==> src/design/rrst_pkg.sv <==
// Package for the reliable receive sequence tracker.
// Holds the sequence id type, fixed constants, the controller state type and the
// chain control struct. Depends on nothing.
package rrst_pkg;

    // Width of a sequence id; ids wrap at 65536.
    localparam int SEQ_W = 16;

    typedef logic [SEQ_W-1:0] seq_id_t;

    // Cumulative received id loaded at reset, one below the first expected id.
    localparam seq_id_t RESET_UP_TO = 16'd99;

    // Controller states.
    typedef enum logic [2:0] {
        ST_IDLE,
        ST_SCAN,
        ST_DRAIN,
        ST_DONE
    } rrst_state_t;

    // Control for the row of cells in one cycle.
    typedef struct packed {
        logic shift;   // every cell but the last takes its upper neighbour's value, head drops out
        logic append;  // the cell at the write position takes the write data
    } chain_ctl_t;

endpackage

==> src/design/rrst_req_if.sv <==
// Request channel of the sequence tracker: valid, ready and the sequence id.
// Depends on rrst_pkg.
interface rrst_req_if;

    logic              valid;
    logic              ready;
    rrst_pkg::seq_id_t sequence_id;

    modport source (output valid, output sequence_id, input ready);
    modport sink   (input valid, input sequence_id, output ready);

endinterface

==> src/design/rrst_rsp_if.sv <==
// Result channel of the sequence tracker: valid, ready and the receipt fields.
// Depends on rrst_pkg.
interface rrst_rsp_if;

    logic              valid;
    logic              ready;
    logic              deliver;
    logic              duplicate;
    logic              overflow;
    rrst_pkg::seq_id_t receipt_id;
    rrst_pkg::seq_id_t next_expected_id;
    logic              pending_nonempty;

    modport source (
        output valid, output deliver, output duplicate, output overflow,
        output receipt_id, output next_expected_id, output pending_nonempty,
        input ready
    );
    modport sink (
        input valid, input deliver, input duplicate, input overflow,
        input receipt_id, input next_expected_id, input pending_nonempty,
        output ready
    );

endinterface

==> src/design/rrst_cell.sv <==
// One cell of the pending id row: holds a single stored sequence id.
// Depends on rrst_pkg.
module rrst_cell (
    input  logic                 clk,
    input  rrst_pkg::chain_ctl_t ctl,
    input  logic                 wr_sel,
    input  rrst_pkg::seq_id_t    wr_data,
    input  rrst_pkg::seq_id_t    from_next,
    output rrst_pkg::seq_id_t    value
);
    import rrst_pkg::*;

    seq_id_t value_reg;
    seq_id_t value_next;

    // A write at this position wins over the shift from the neighbour.
    always_comb
    begin
        value_next = value_reg;
        if (ctl.append && wr_sel)
        begin
            value_next = wr_data;
        end
        else if (ctl.shift)
        begin
            value_next = from_next;
        end
    end

    always_ff @(posedge clk)
    begin
        value_reg <= value_next;
    end

    assign value = value_reg;

endmodule

==> src/design/rrst_chain.sv <==
// Row of pending id cells; cell 0 is the head that the controller inspects.
// Depends on rrst_pkg and rrst_cell.
module rrst_chain #(
    parameter int DEPTH = 32
) (
    input  logic                            clk,
    input  rrst_pkg::chain_ctl_t            ctl,
    input  logic [$clog2(DEPTH+1)-1:0]      wr_pos,
    input  rrst_pkg::seq_id_t               wr_data,
    output rrst_pkg::seq_id_t               head
);
    import rrst_pkg::*;

    localparam int CNT_W = $clog2(DEPTH + 1);

    seq_id_t cell_value [DEPTH];

    // Each cell takes from its upper neighbour; the last one reloads itself.
    for (genvar i = 0; i < DEPTH; i++)
    begin : g_cell
        seq_id_t from_next;
        logic    wr_sel;

        if (i < DEPTH - 1)
        begin : g_mid
            assign from_next = cell_value[i+1];
        end
        else
        begin : g_last
            assign from_next = cell_value[i];
        end

        assign wr_sel = (wr_pos == CNT_W'(i));

        rrst_cell u_cell (
            .clk       (clk),
            .ctl       (ctl),
            .wr_sel    (wr_sel),
            .wr_data   (wr_data),
            .from_next (from_next),
            .value     (cell_value[i])
        );
    end

    assign head = cell_value[0];

endmodule

==> src/design/reliable_receive_sequence_tracker.sv <==
// Top level of the reliable receive sequence tracker (selective-repeat receive window).
// Depends on rrst_pkg, rrst_req_if, rrst_rsp_if and rrst_chain.
//
//   channel   direction  payload
//   request   in         sequence_id
//   result    out        deliver, duplicate, overflow, receipt_id,
//                        next_expected_id, pending_nonempty
//   cfg       in         cfg_wr_en, cfg_wr_data (initial_received_up_to)
//
// An id outside the window goes from the state that takes the request straight to the
// one that registers the result. Any other id adds one scan pass over the N stored ids
// by rotating the row of cells once (one more step when the id is inserted among
// them), and a drain pass over the N stored ids after the scan when it is the next
// expected id.
// Reset loads the cumulative id with 99 and empties the store.
// A new request is taken while the previous result waits on the output register;
// a result that finds that register still full waits in the last state.
module reliable_receive_sequence_tracker #(
    parameter int PENDING_DEPTH = 32
) (
    input  logic              clk,
    input  logic              rst_n,
    input  logic              cfg_wr_en,
    input  rrst_pkg::seq_id_t cfg_wr_data,
    rrst_req_if.sink          request,
    rrst_rsp_if.source        result
);
    import rrst_pkg::*;

    localparam int CNT_W = $clog2(PENDING_DEPTH + 1);
    localparam logic [CNT_W-1:0] FULL_COUNT = CNT_W'(PENDING_DEPTH);
    localparam logic [CNT_W-1:0] ONE_COUNT  = CNT_W'(1);
    localparam seq_id_t          ONE_ID     = SEQ_W'(1);

    rrst_state_t      state_reg, state_next;
    seq_id_t          id_reg, id_next;
    seq_id_t          rut_reg, rut_next;
    logic [CNT_W-1:0] occ_reg, occ_next;
    logic [CNT_W-1:0] rem_reg, rem_next;
    logic             found_reg, found_next;
    logic             ins_reg, ins_next;
    logic             near_reg, near_next;
    logic             win_reg, win_next;
    logic             full_reg, full_next;

    logic             out_valid_reg;
    logic             out_deliver_reg;
    logic             out_duplicate_reg;
    logic             out_overflow_reg;
    seq_id_t          out_receipt_reg;
    seq_id_t          out_next_exp_reg;
    logic             out_nonempty_reg;
    logic             load_out;

    chain_ctl_t       chain_ctl;
    logic [CNT_W-1:0] wr_pos;
    seq_id_t          wr_data;
    seq_id_t          head;
    seq_id_t          ahead;
    seq_id_t          rut_inc;
    logic             delivered;

    rrst_chain #(
        .DEPTH (PENDING_DEPTH)
    ) u_chain (
        .clk     (clk),
        .ctl     (chain_ctl),
        .wr_pos  (wr_pos),
        .wr_data (wr_data),
        .head    (head)
    );

    // Window distance of the offered id ahead of the cumulative id.
    assign ahead     = request.sequence_id - rut_reg;
    assign rut_inc   = rut_reg + ONE_ID;
    assign delivered = win_reg && !found_reg;

    assign request.ready = (state_reg == ST_IDLE);

    // Next state, chain control and item bookkeeping.
    always_comb
    begin
        state_next = state_reg;
        id_next    = id_reg;
        rut_next   = rut_reg;
        occ_next   = occ_reg;
        rem_next   = rem_reg;
        found_next = found_reg;
        ins_next   = ins_reg;
        near_next  = near_reg;
        win_next   = win_reg;
        full_next  = full_reg;
        chain_ctl  = '0;
        wr_pos     = occ_reg - ONE_COUNT;
        wr_data    = head;
        load_out   = 1'b0;

        unique case (state_reg)
            ST_IDLE:
            begin
                if (request.valid)
                begin
                    id_next    = request.sequence_id;
                    win_next   = (ahead != '0) && !ahead[SEQ_W-1];
                    near_next  = (ahead == ONE_ID);
                    found_next = 1'b0;
                    ins_next   = 1'b0;
                    full_next  = (occ_reg == FULL_COUNT);
                    rem_next   = occ_reg;
                    state_next = ((ahead != '0) && !ahead[SEQ_W-1]) ? ST_SCAN : ST_DONE;
                end
            end

            ST_SCAN:
            begin
                if (rem_reg == '0)
                begin
                    // End of the pass: place an id larger than all stored ones.
                    if (!near_reg && !found_reg && !full_reg && !ins_reg)
                    begin
                        chain_ctl.append = 1'b1;
                        wr_pos           = occ_reg;
                        wr_data          = id_reg;
                        occ_next         = occ_reg + ONE_COUNT;
                        state_next       = ST_DONE;
                    end
                    else if (near_reg && !found_reg)
                    begin
                        rut_next   = id_reg;
                        rem_next   = occ_reg;
                        state_next = ST_DRAIN;
                    end
                    else
                    begin
                        state_next = ST_DONE;
                    end
                end
                else if (!near_reg && !found_reg && !full_reg && !ins_reg && (head > id_reg))
                begin
                    // Insert ahead of the first larger id; the head is held while the id is written at the tail.
                    chain_ctl.append = 1'b1;
                    wr_pos           = occ_reg;
                    wr_data          = id_reg;
                    occ_next         = occ_reg + ONE_COUNT;
                    ins_next         = 1'b1;
                end
                else
                begin
                    // Rotate the head to the tail and look for the id.
                    chain_ctl.shift  = 1'b1;
                    chain_ctl.append = 1'b1;
                    rem_next         = rem_reg - ONE_COUNT;
                    if (head == id_reg)
                    begin
                        found_next = 1'b1;
                    end
                end
            end

            ST_DRAIN:
            begin
                if (rem_reg == '0)
                begin
                    state_next = ST_DONE;
                end
                else if (head == rut_inc)
                begin
                    // The head is the next id: drop it and advance.
                    chain_ctl.shift = 1'b1;
                    rut_next        = rut_inc;
                    occ_next        = occ_reg - ONE_COUNT;
                    rem_next        = rem_reg - ONE_COUNT;
                end
                else
                begin
                    chain_ctl.shift  = 1'b1;
                    chain_ctl.append = 1'b1;
                    rem_next         = rem_reg - ONE_COUNT;
                end
            end

            ST_DONE:
            begin
                if (!out_valid_reg || result.ready)
                begin
                    load_out   = 1'b1;
                    state_next = ST_IDLE;
                end
            end

            default:
            begin
                state_next = ST_IDLE;
            end
        endcase

        // A register write loads the cumulative id at once.
        if (cfg_wr_en)
        begin
            rut_next = cfg_wr_data;
        end
    end

    // Control registers.
    always_ff @(posedge clk or negedge rst_n)
    begin
        if (!rst_n)
        begin
            state_reg <= ST_IDLE;
            rut_reg   <= RESET_UP_TO;
            occ_reg   <= '0;
            rem_reg   <= '0;
            found_reg <= 1'b0;
            ins_reg   <= 1'b0;
            near_reg  <= 1'b0;
            win_reg   <= 1'b0;
            full_reg  <= 1'b0;
        end
        else
        begin
            state_reg <= state_next;
            rut_reg   <= rut_next;
            occ_reg   <= occ_next;
            rem_reg   <= rem_next;
            found_reg <= found_next;
            ins_reg   <= ins_next;
            near_reg  <= near_next;
            win_reg   <= win_next;
            full_reg  <= full_next;
        end
    end

    // The item id is payload and needs no reset.
    always_ff @(posedge clk)
    begin
        id_reg <= id_next;
    end

    // Output register valid flag.
    always_ff @(posedge clk or negedge rst_n)
    begin
        if (!rst_n)
        begin
            out_valid_reg <= 1'b0;
        end
        else if (load_out)
        begin
            out_valid_reg <= 1'b1;
        end
        else if (result.ready)
        begin
            out_valid_reg <= 1'b0;
        end
    end

    // Output register payload.
    always_ff @(posedge clk)
    begin
        if (load_out)
        begin
            out_deliver_reg   <= delivered;
            out_duplicate_reg <= !delivered;
            out_overflow_reg  <= delivered && !near_reg && full_reg;
            out_receipt_reg   <= id_reg;
            out_next_exp_reg  <= rut_inc;
            out_nonempty_reg  <= (occ_reg != '0);
        end
    end

    assign result.valid            = out_valid_reg;
    assign result.deliver          = out_deliver_reg;
    assign result.duplicate        = out_duplicate_reg;
    assign result.overflow         = out_overflow_reg;
    assign result.receipt_id       = out_receipt_reg;
    assign result.next_expected_id = out_next_exp_reg;
    assign result.pending_nonempty = out_nonempty_reg;

endmodule

==> src/flat_wrapper.sv <==
// flat-port wrapper written by rule: the top's interface ports become plain ports
module reliable_receive_sequence_tracker_flat import rrst_pkg::*;
#(
    parameter int PENDING_DEPTH = 32
)
  (clk, rst_n, cfg_wr_en, cfg_wr_data, request_valid, request_sequence_id, request_ready, result_valid, result_deliver, result_duplicate, result_overflow, result_receipt_id, result_next_expected_id, result_pending_nonempty, result_ready);
  rrst_req_if request_i ();
  rrst_rsp_if result_i ();
  input  logic clk;
  input  logic rst_n;
  input  logic cfg_wr_en;
  input  rrst_pkg::seq_id_t cfg_wr_data;
  input wire logic [$bits(request_i.valid)-1:0] request_valid;
  input wire logic [$bits(request_i.sequence_id)-1:0] request_sequence_id;
  output wire logic [$bits(request_i.ready)-1:0] request_ready;
  output wire logic [$bits(result_i.valid)-1:0] result_valid;
  output wire logic [$bits(result_i.deliver)-1:0] result_deliver;
  output wire logic [$bits(result_i.duplicate)-1:0] result_duplicate;
  output wire logic [$bits(result_i.overflow)-1:0] result_overflow;
  output wire logic [$bits(result_i.receipt_id)-1:0] result_receipt_id;
  output wire logic [$bits(result_i.next_expected_id)-1:0] result_next_expected_id;
  output wire logic [$bits(result_i.pending_nonempty)-1:0] result_pending_nonempty;
  input wire logic [$bits(result_i.ready)-1:0] result_ready;
  assign request_i.valid = request_valid;
  assign request_i.sequence_id = request_sequence_id;
  assign request_ready = request_i.ready;
  assign result_valid = result_i.valid;
  assign result_deliver = result_i.deliver;
  assign result_duplicate = result_i.duplicate;
  assign result_overflow = result_i.overflow;
  assign result_receipt_id = result_i.receipt_id;
  assign result_next_expected_id = result_i.next_expected_id;
  assign result_pending_nonempty = result_i.pending_nonempty;
  assign result_i.ready = result_ready;
  reliable_receive_sequence_tracker #(.PENDING_DEPTH(PENDING_DEPTH)) u_core (.clk(clk), .rst_n(rst_n), .cfg_wr_en(cfg_wr_en), .cfg_wr_data(cfg_wr_data), .request(request_i), .result(result_i));
endmodule
==> config.mk <==
export PLATFORM = sky130hd
export DESIGN_NAME = reliable_receive_sequence_tracker_flat
export DESIGN_NICKNAME = d
export VERILOG_FILES = /design/src/design/rrst_pkg.sv /design/src/design/rrst_req_if.sv /design/src/design/rrst_rsp_if.sv /design/src/design/rrst_cell.sv /design/src/design/rrst_chain.sv /design/src/design/reliable_receive_sequence_tracker.sv /design/src/flat_wrapper.sv
export SDC_FILE = /design/constraint.sdc
export NUM_CORES = 1
export LEC_CHECK = 0
export ABC_AREA = 1
export BUFFER_PORTS_ARGS = -buffer_cell sky130_fd_sc_hd__buf_2
export CAP_MARGIN = 10
export CORE_UTILIZATION = 51
export DETAILED_ROUTE_END_ITERATION = 10
export PLACE_DENSITY = 0.67
export SYNTH_ARGS = -nofsm -noshare
export SYNTH_HDL_FRONTEND = slang
export SYNTH_HIERARCHICAL = 1
export SYNTH_SLANG_ARGS = --single-unit
==> constraint.sdc <==
create_clock -name clk -period 5.1 [get_ports clk]
set_input_delay 0.255 -clock clk [delete_from_list [all_inputs] [get_ports clk]]
set_output_delay 0.255 -clock clk [all_outputs]
set_load 0.005 [all_outputs]
==> results_dict.tcl <==
set metrics [dict create \
    status "complete, no violations" \
    fin_crit_ns 4.62 \
    wl_per_cell_um 17.0 \
    swShare 0.425 \
    fill_cells 5382 \
    hp-class "input port to flop" \
    yosysTopAreaCell "edfxtp_1" \
    postCtsSetupRepairBufs 0 \
    ys_warn_count 6 \
    required_ns 5.32 \
    io_buffers 74 \
    clockPowerShare 0.177 \
    synth_edf_count 564 \
    layout_commonest_cell "nand2_1" \
    gr-usage-all-layers 0.233 \
    vias 22800 \
    synth_top_family_by_area "simple AND/OR/NAND/NOR gates" \
    final_max_slew_viol_count 0 \
    ys_types 43 \
    fp.dieW_um 252 \
    fmax_mhz 216 \
    ir_drop_mv 0.621 \
    cts_made_buffers 66 \
    worstPathArrival_ns 4.85 \
    cp-start-kind "flop" \
    gp_congestion 0.910 \
    cpPeakStageDelay_ns 0.55 \
    yosys_register_bits 600 \
    critPathMostFrequentCell "nand2_1" \
    worst_r2r_startpoint "u_core/u_chain/g_cell[0].u_cell/value[7]" \
    wirelength_um 72700 \
    crit_slowest_cell "nand2_1" \
    yosysTopAreaCellShare 0.532 \
    synth_flop_cell "edfxtp_1" \
    vias_per_cell 5.34 \
    first_pass_iters 6 \
    cts_resized 0 \
    p_sw_mw 10.8 \
    finalHoldViolCount 0 \
    overflow 0 \
    fin_cells 4272 \
    io_pins 75 \
    grt_max_degree 119 \
    drt_iter0_markers 1953 \
    start_util 0.516 \
    root_buffer "clkbuf_16" \
    synth-compound-area-share 0.0182 \
    p_leak_nw 14.7 \
    syn_area_um2 31800 \
    crit_chain "ha_1 > nand2_1 > nor2_1 > nand4_1 > nor3b_1 > nor2_1 > nand2_1 > nand2_1 > nand2_1 > nor2_1 > o21ai_0 > inv_2 > nor2_1 > nand2_1 > nor2_1 > nand2_8 > nand2_1" \
    startpoint "u_core/u_chain/g_cell[0].u_cell/value[7]" \
    worstSkewPairLatency_ns 0.61 \
    layout_common_cells "nand2_1 (1,300), nand3_1 (580), edfxtp_1 (564)" \
    synth_area_leaders "edfxtp_1 (53%), nand2_1 (15%), nand3_1 (9.1%)" \
    grt_first_pass_wirelength_um 117000 \
    cts_tree "done" \
    endpoint_kind "flop" \
    cts_max_level 3 \
    clockBufferDepth 3 \
    muxShareOfSynthArea 0 \
    dp.cells 4125 \
    synth_xor_area_frac 0.00495 \
    nets 3468 \
    rows 91 \
    multiInputGateArea_um2 11400 \
    finClkSkew_ns 0.0177 \
    num_antenna_cells 0 \
    r2r_setup_slack_ns 0.48 \
    fp.dieArea_um2 63500 \
    post_synth.cell_area_avg_um2 9.57 \
    post-route-drc-count 0 \
    rsz0062_at_grt "no" \
    area_delta_synth_final_pct 7.78 \
    critPathMaxFanout 17 \
    criticalPathCategory "flop to flop" \
    pwr-share-seq 0.408 \
    max-cap-violations 0 \
    synth-async-reset-ratio 0.0600 \
    core_area_um2 61700 \
    cts_sinks 600 \
    die_h_um 252 \
    largest_register_ffs 512 \
    grt_antenna_before_repair 0 \
    slew_headroom 0.264 \
    hpwl_um 48300 \
    synth_simple_gate_area_share 0.310 \
    syn_nets 3406 \
    drive_above_1_share 0.120 \
    combPwrFrac 0.415 \
    intPower_mw 14.6 \
    area.sequential_um2 17800 \
    powerDensity_nw_per_um2 739 \
    ys_seq_area_frac 0.560 \
    synth_cells 3328 \
    period_share 0.906 \
    hold_start "request_valid" \
    setup_tns_ns 0 \
    path_clk_slew_ns 0.06 \
    grt_pass1_vias 21300 \
    yosys.area_share.adder 0.0163 \
    ant_nets 0 \
    tightest_slew_ns 1.10 \
    finalSetupViolCount 0 \
    critPathTopFamily "simple AND/OR/NAND/NOR gates" \
    crit_buf_inv 1 \
]
power groups by stage:
stage / logic [mW] / clock network [mW] / registers, mW
4_1_cts: 10.5 / 4.58 / 10.4
5_1_grt: 11.7 / 4.76 / 10.6
3_3_place_gp: 10.3 / 0 / 10.4
3_5_place_dp: 10.4 / 0 / 10.4
2_1_floorplan: 8.11 / 0 / 10.1
6_report: 10.5 / 4.49 / 10.4
Yosys cell counts (all sizes together) (3+ instances only):
cell type / n
nand3b: 4
o21a: 3
nand3: 581
xnor2: 4
o21ai: 44
dfrtp: 32
o22ai: 6
nand4: 24
nor3: 11
ha: 40
nor2: 121
edfxtp: 564
nand2: 1434
or2: 3
xor2: 14
inv: 194
dfstp: 4
a21oi: 55
clkbuf: 43
buf: 138
metal layers:
layer,global-route usage,vias to the layer above,routed length (um)
met5,0,-,0
li1,-,11200,-
met1,0.322,10700,31500
met4,0.0722,0,2010
met3,0.0430,127,5360
met2,0.376,762,33800
timing repair:
item,4_1_cts,5_1_grt
setup endpoints to repair,0,0
endpoints found under the hold margin,65,0
hold buffers,34,0
cell families after synthesis:
| kind of cell | after synthesis |
|---|---|
| simple gates | 2181 |
| flops | 600 |
| buf+inv | 377 |
| compound gates | 111 |
| fa+ha+maj | 41 |
| xor+xnor | 18 |
worst paths after layout:
check                      depth (start not counted)                                        end
min reg2reg                                        0                u_core/result.receipt_id[5]
max                                               17  u_core/u_chain/g_cell[26].u_cell/value[4]
min in group asynchronous                          2                        u_core/result.valid
min                                                4                            u_core/near_reg
max reg2reg                                       17  u_core/u_chain/g_cell[26].u_cell/value[4]
max in group asynchronous                          2                         u_core/rut_reg[12]
worst register-to-register path, delay by kind of cell, from the launching register on:
kind	cells	cell delay, ns
AND/OR/NAND/NOR	14	3.01
AO/OA/AOI/OAI	1	0.44
flip-flops	1	0.42
adder cells (fa/ha/maj)	1	0.32
buffers and inverters	1	0.05
per-stage QoR:
stage	util	total power, mW	setup WS (ns)	cell area (um^2)	hold slack (ns)
2_1_floorplan	-	18.2	0.873	31900	-0.0406
3_3_place_gp	0.518	20.7	0.592	32000	0.422
5_1_grt	0.556	27.1	0.0350	34300	0.0751
4_1_cts	0.556	25.4	0.555	34300	0.0464
6_report	0.556	25.4	0.479	34300	0.0730
3_5_place_dp	0.518	20.8	0.591	32000	0.426
cell type report:
type | instances | share of cell area
well taps | 837 | 0.0305
multi-input cells | 2351 | 0.331
inverters | 196 | 0.0214
clock inverters | 33 | 0.00780
flip-flops and latches | 600 | 0.520
clock buffers | 80 | 0.0502
repair buffers | 175 | 0.0394
(Power assumes the default switching activity.)
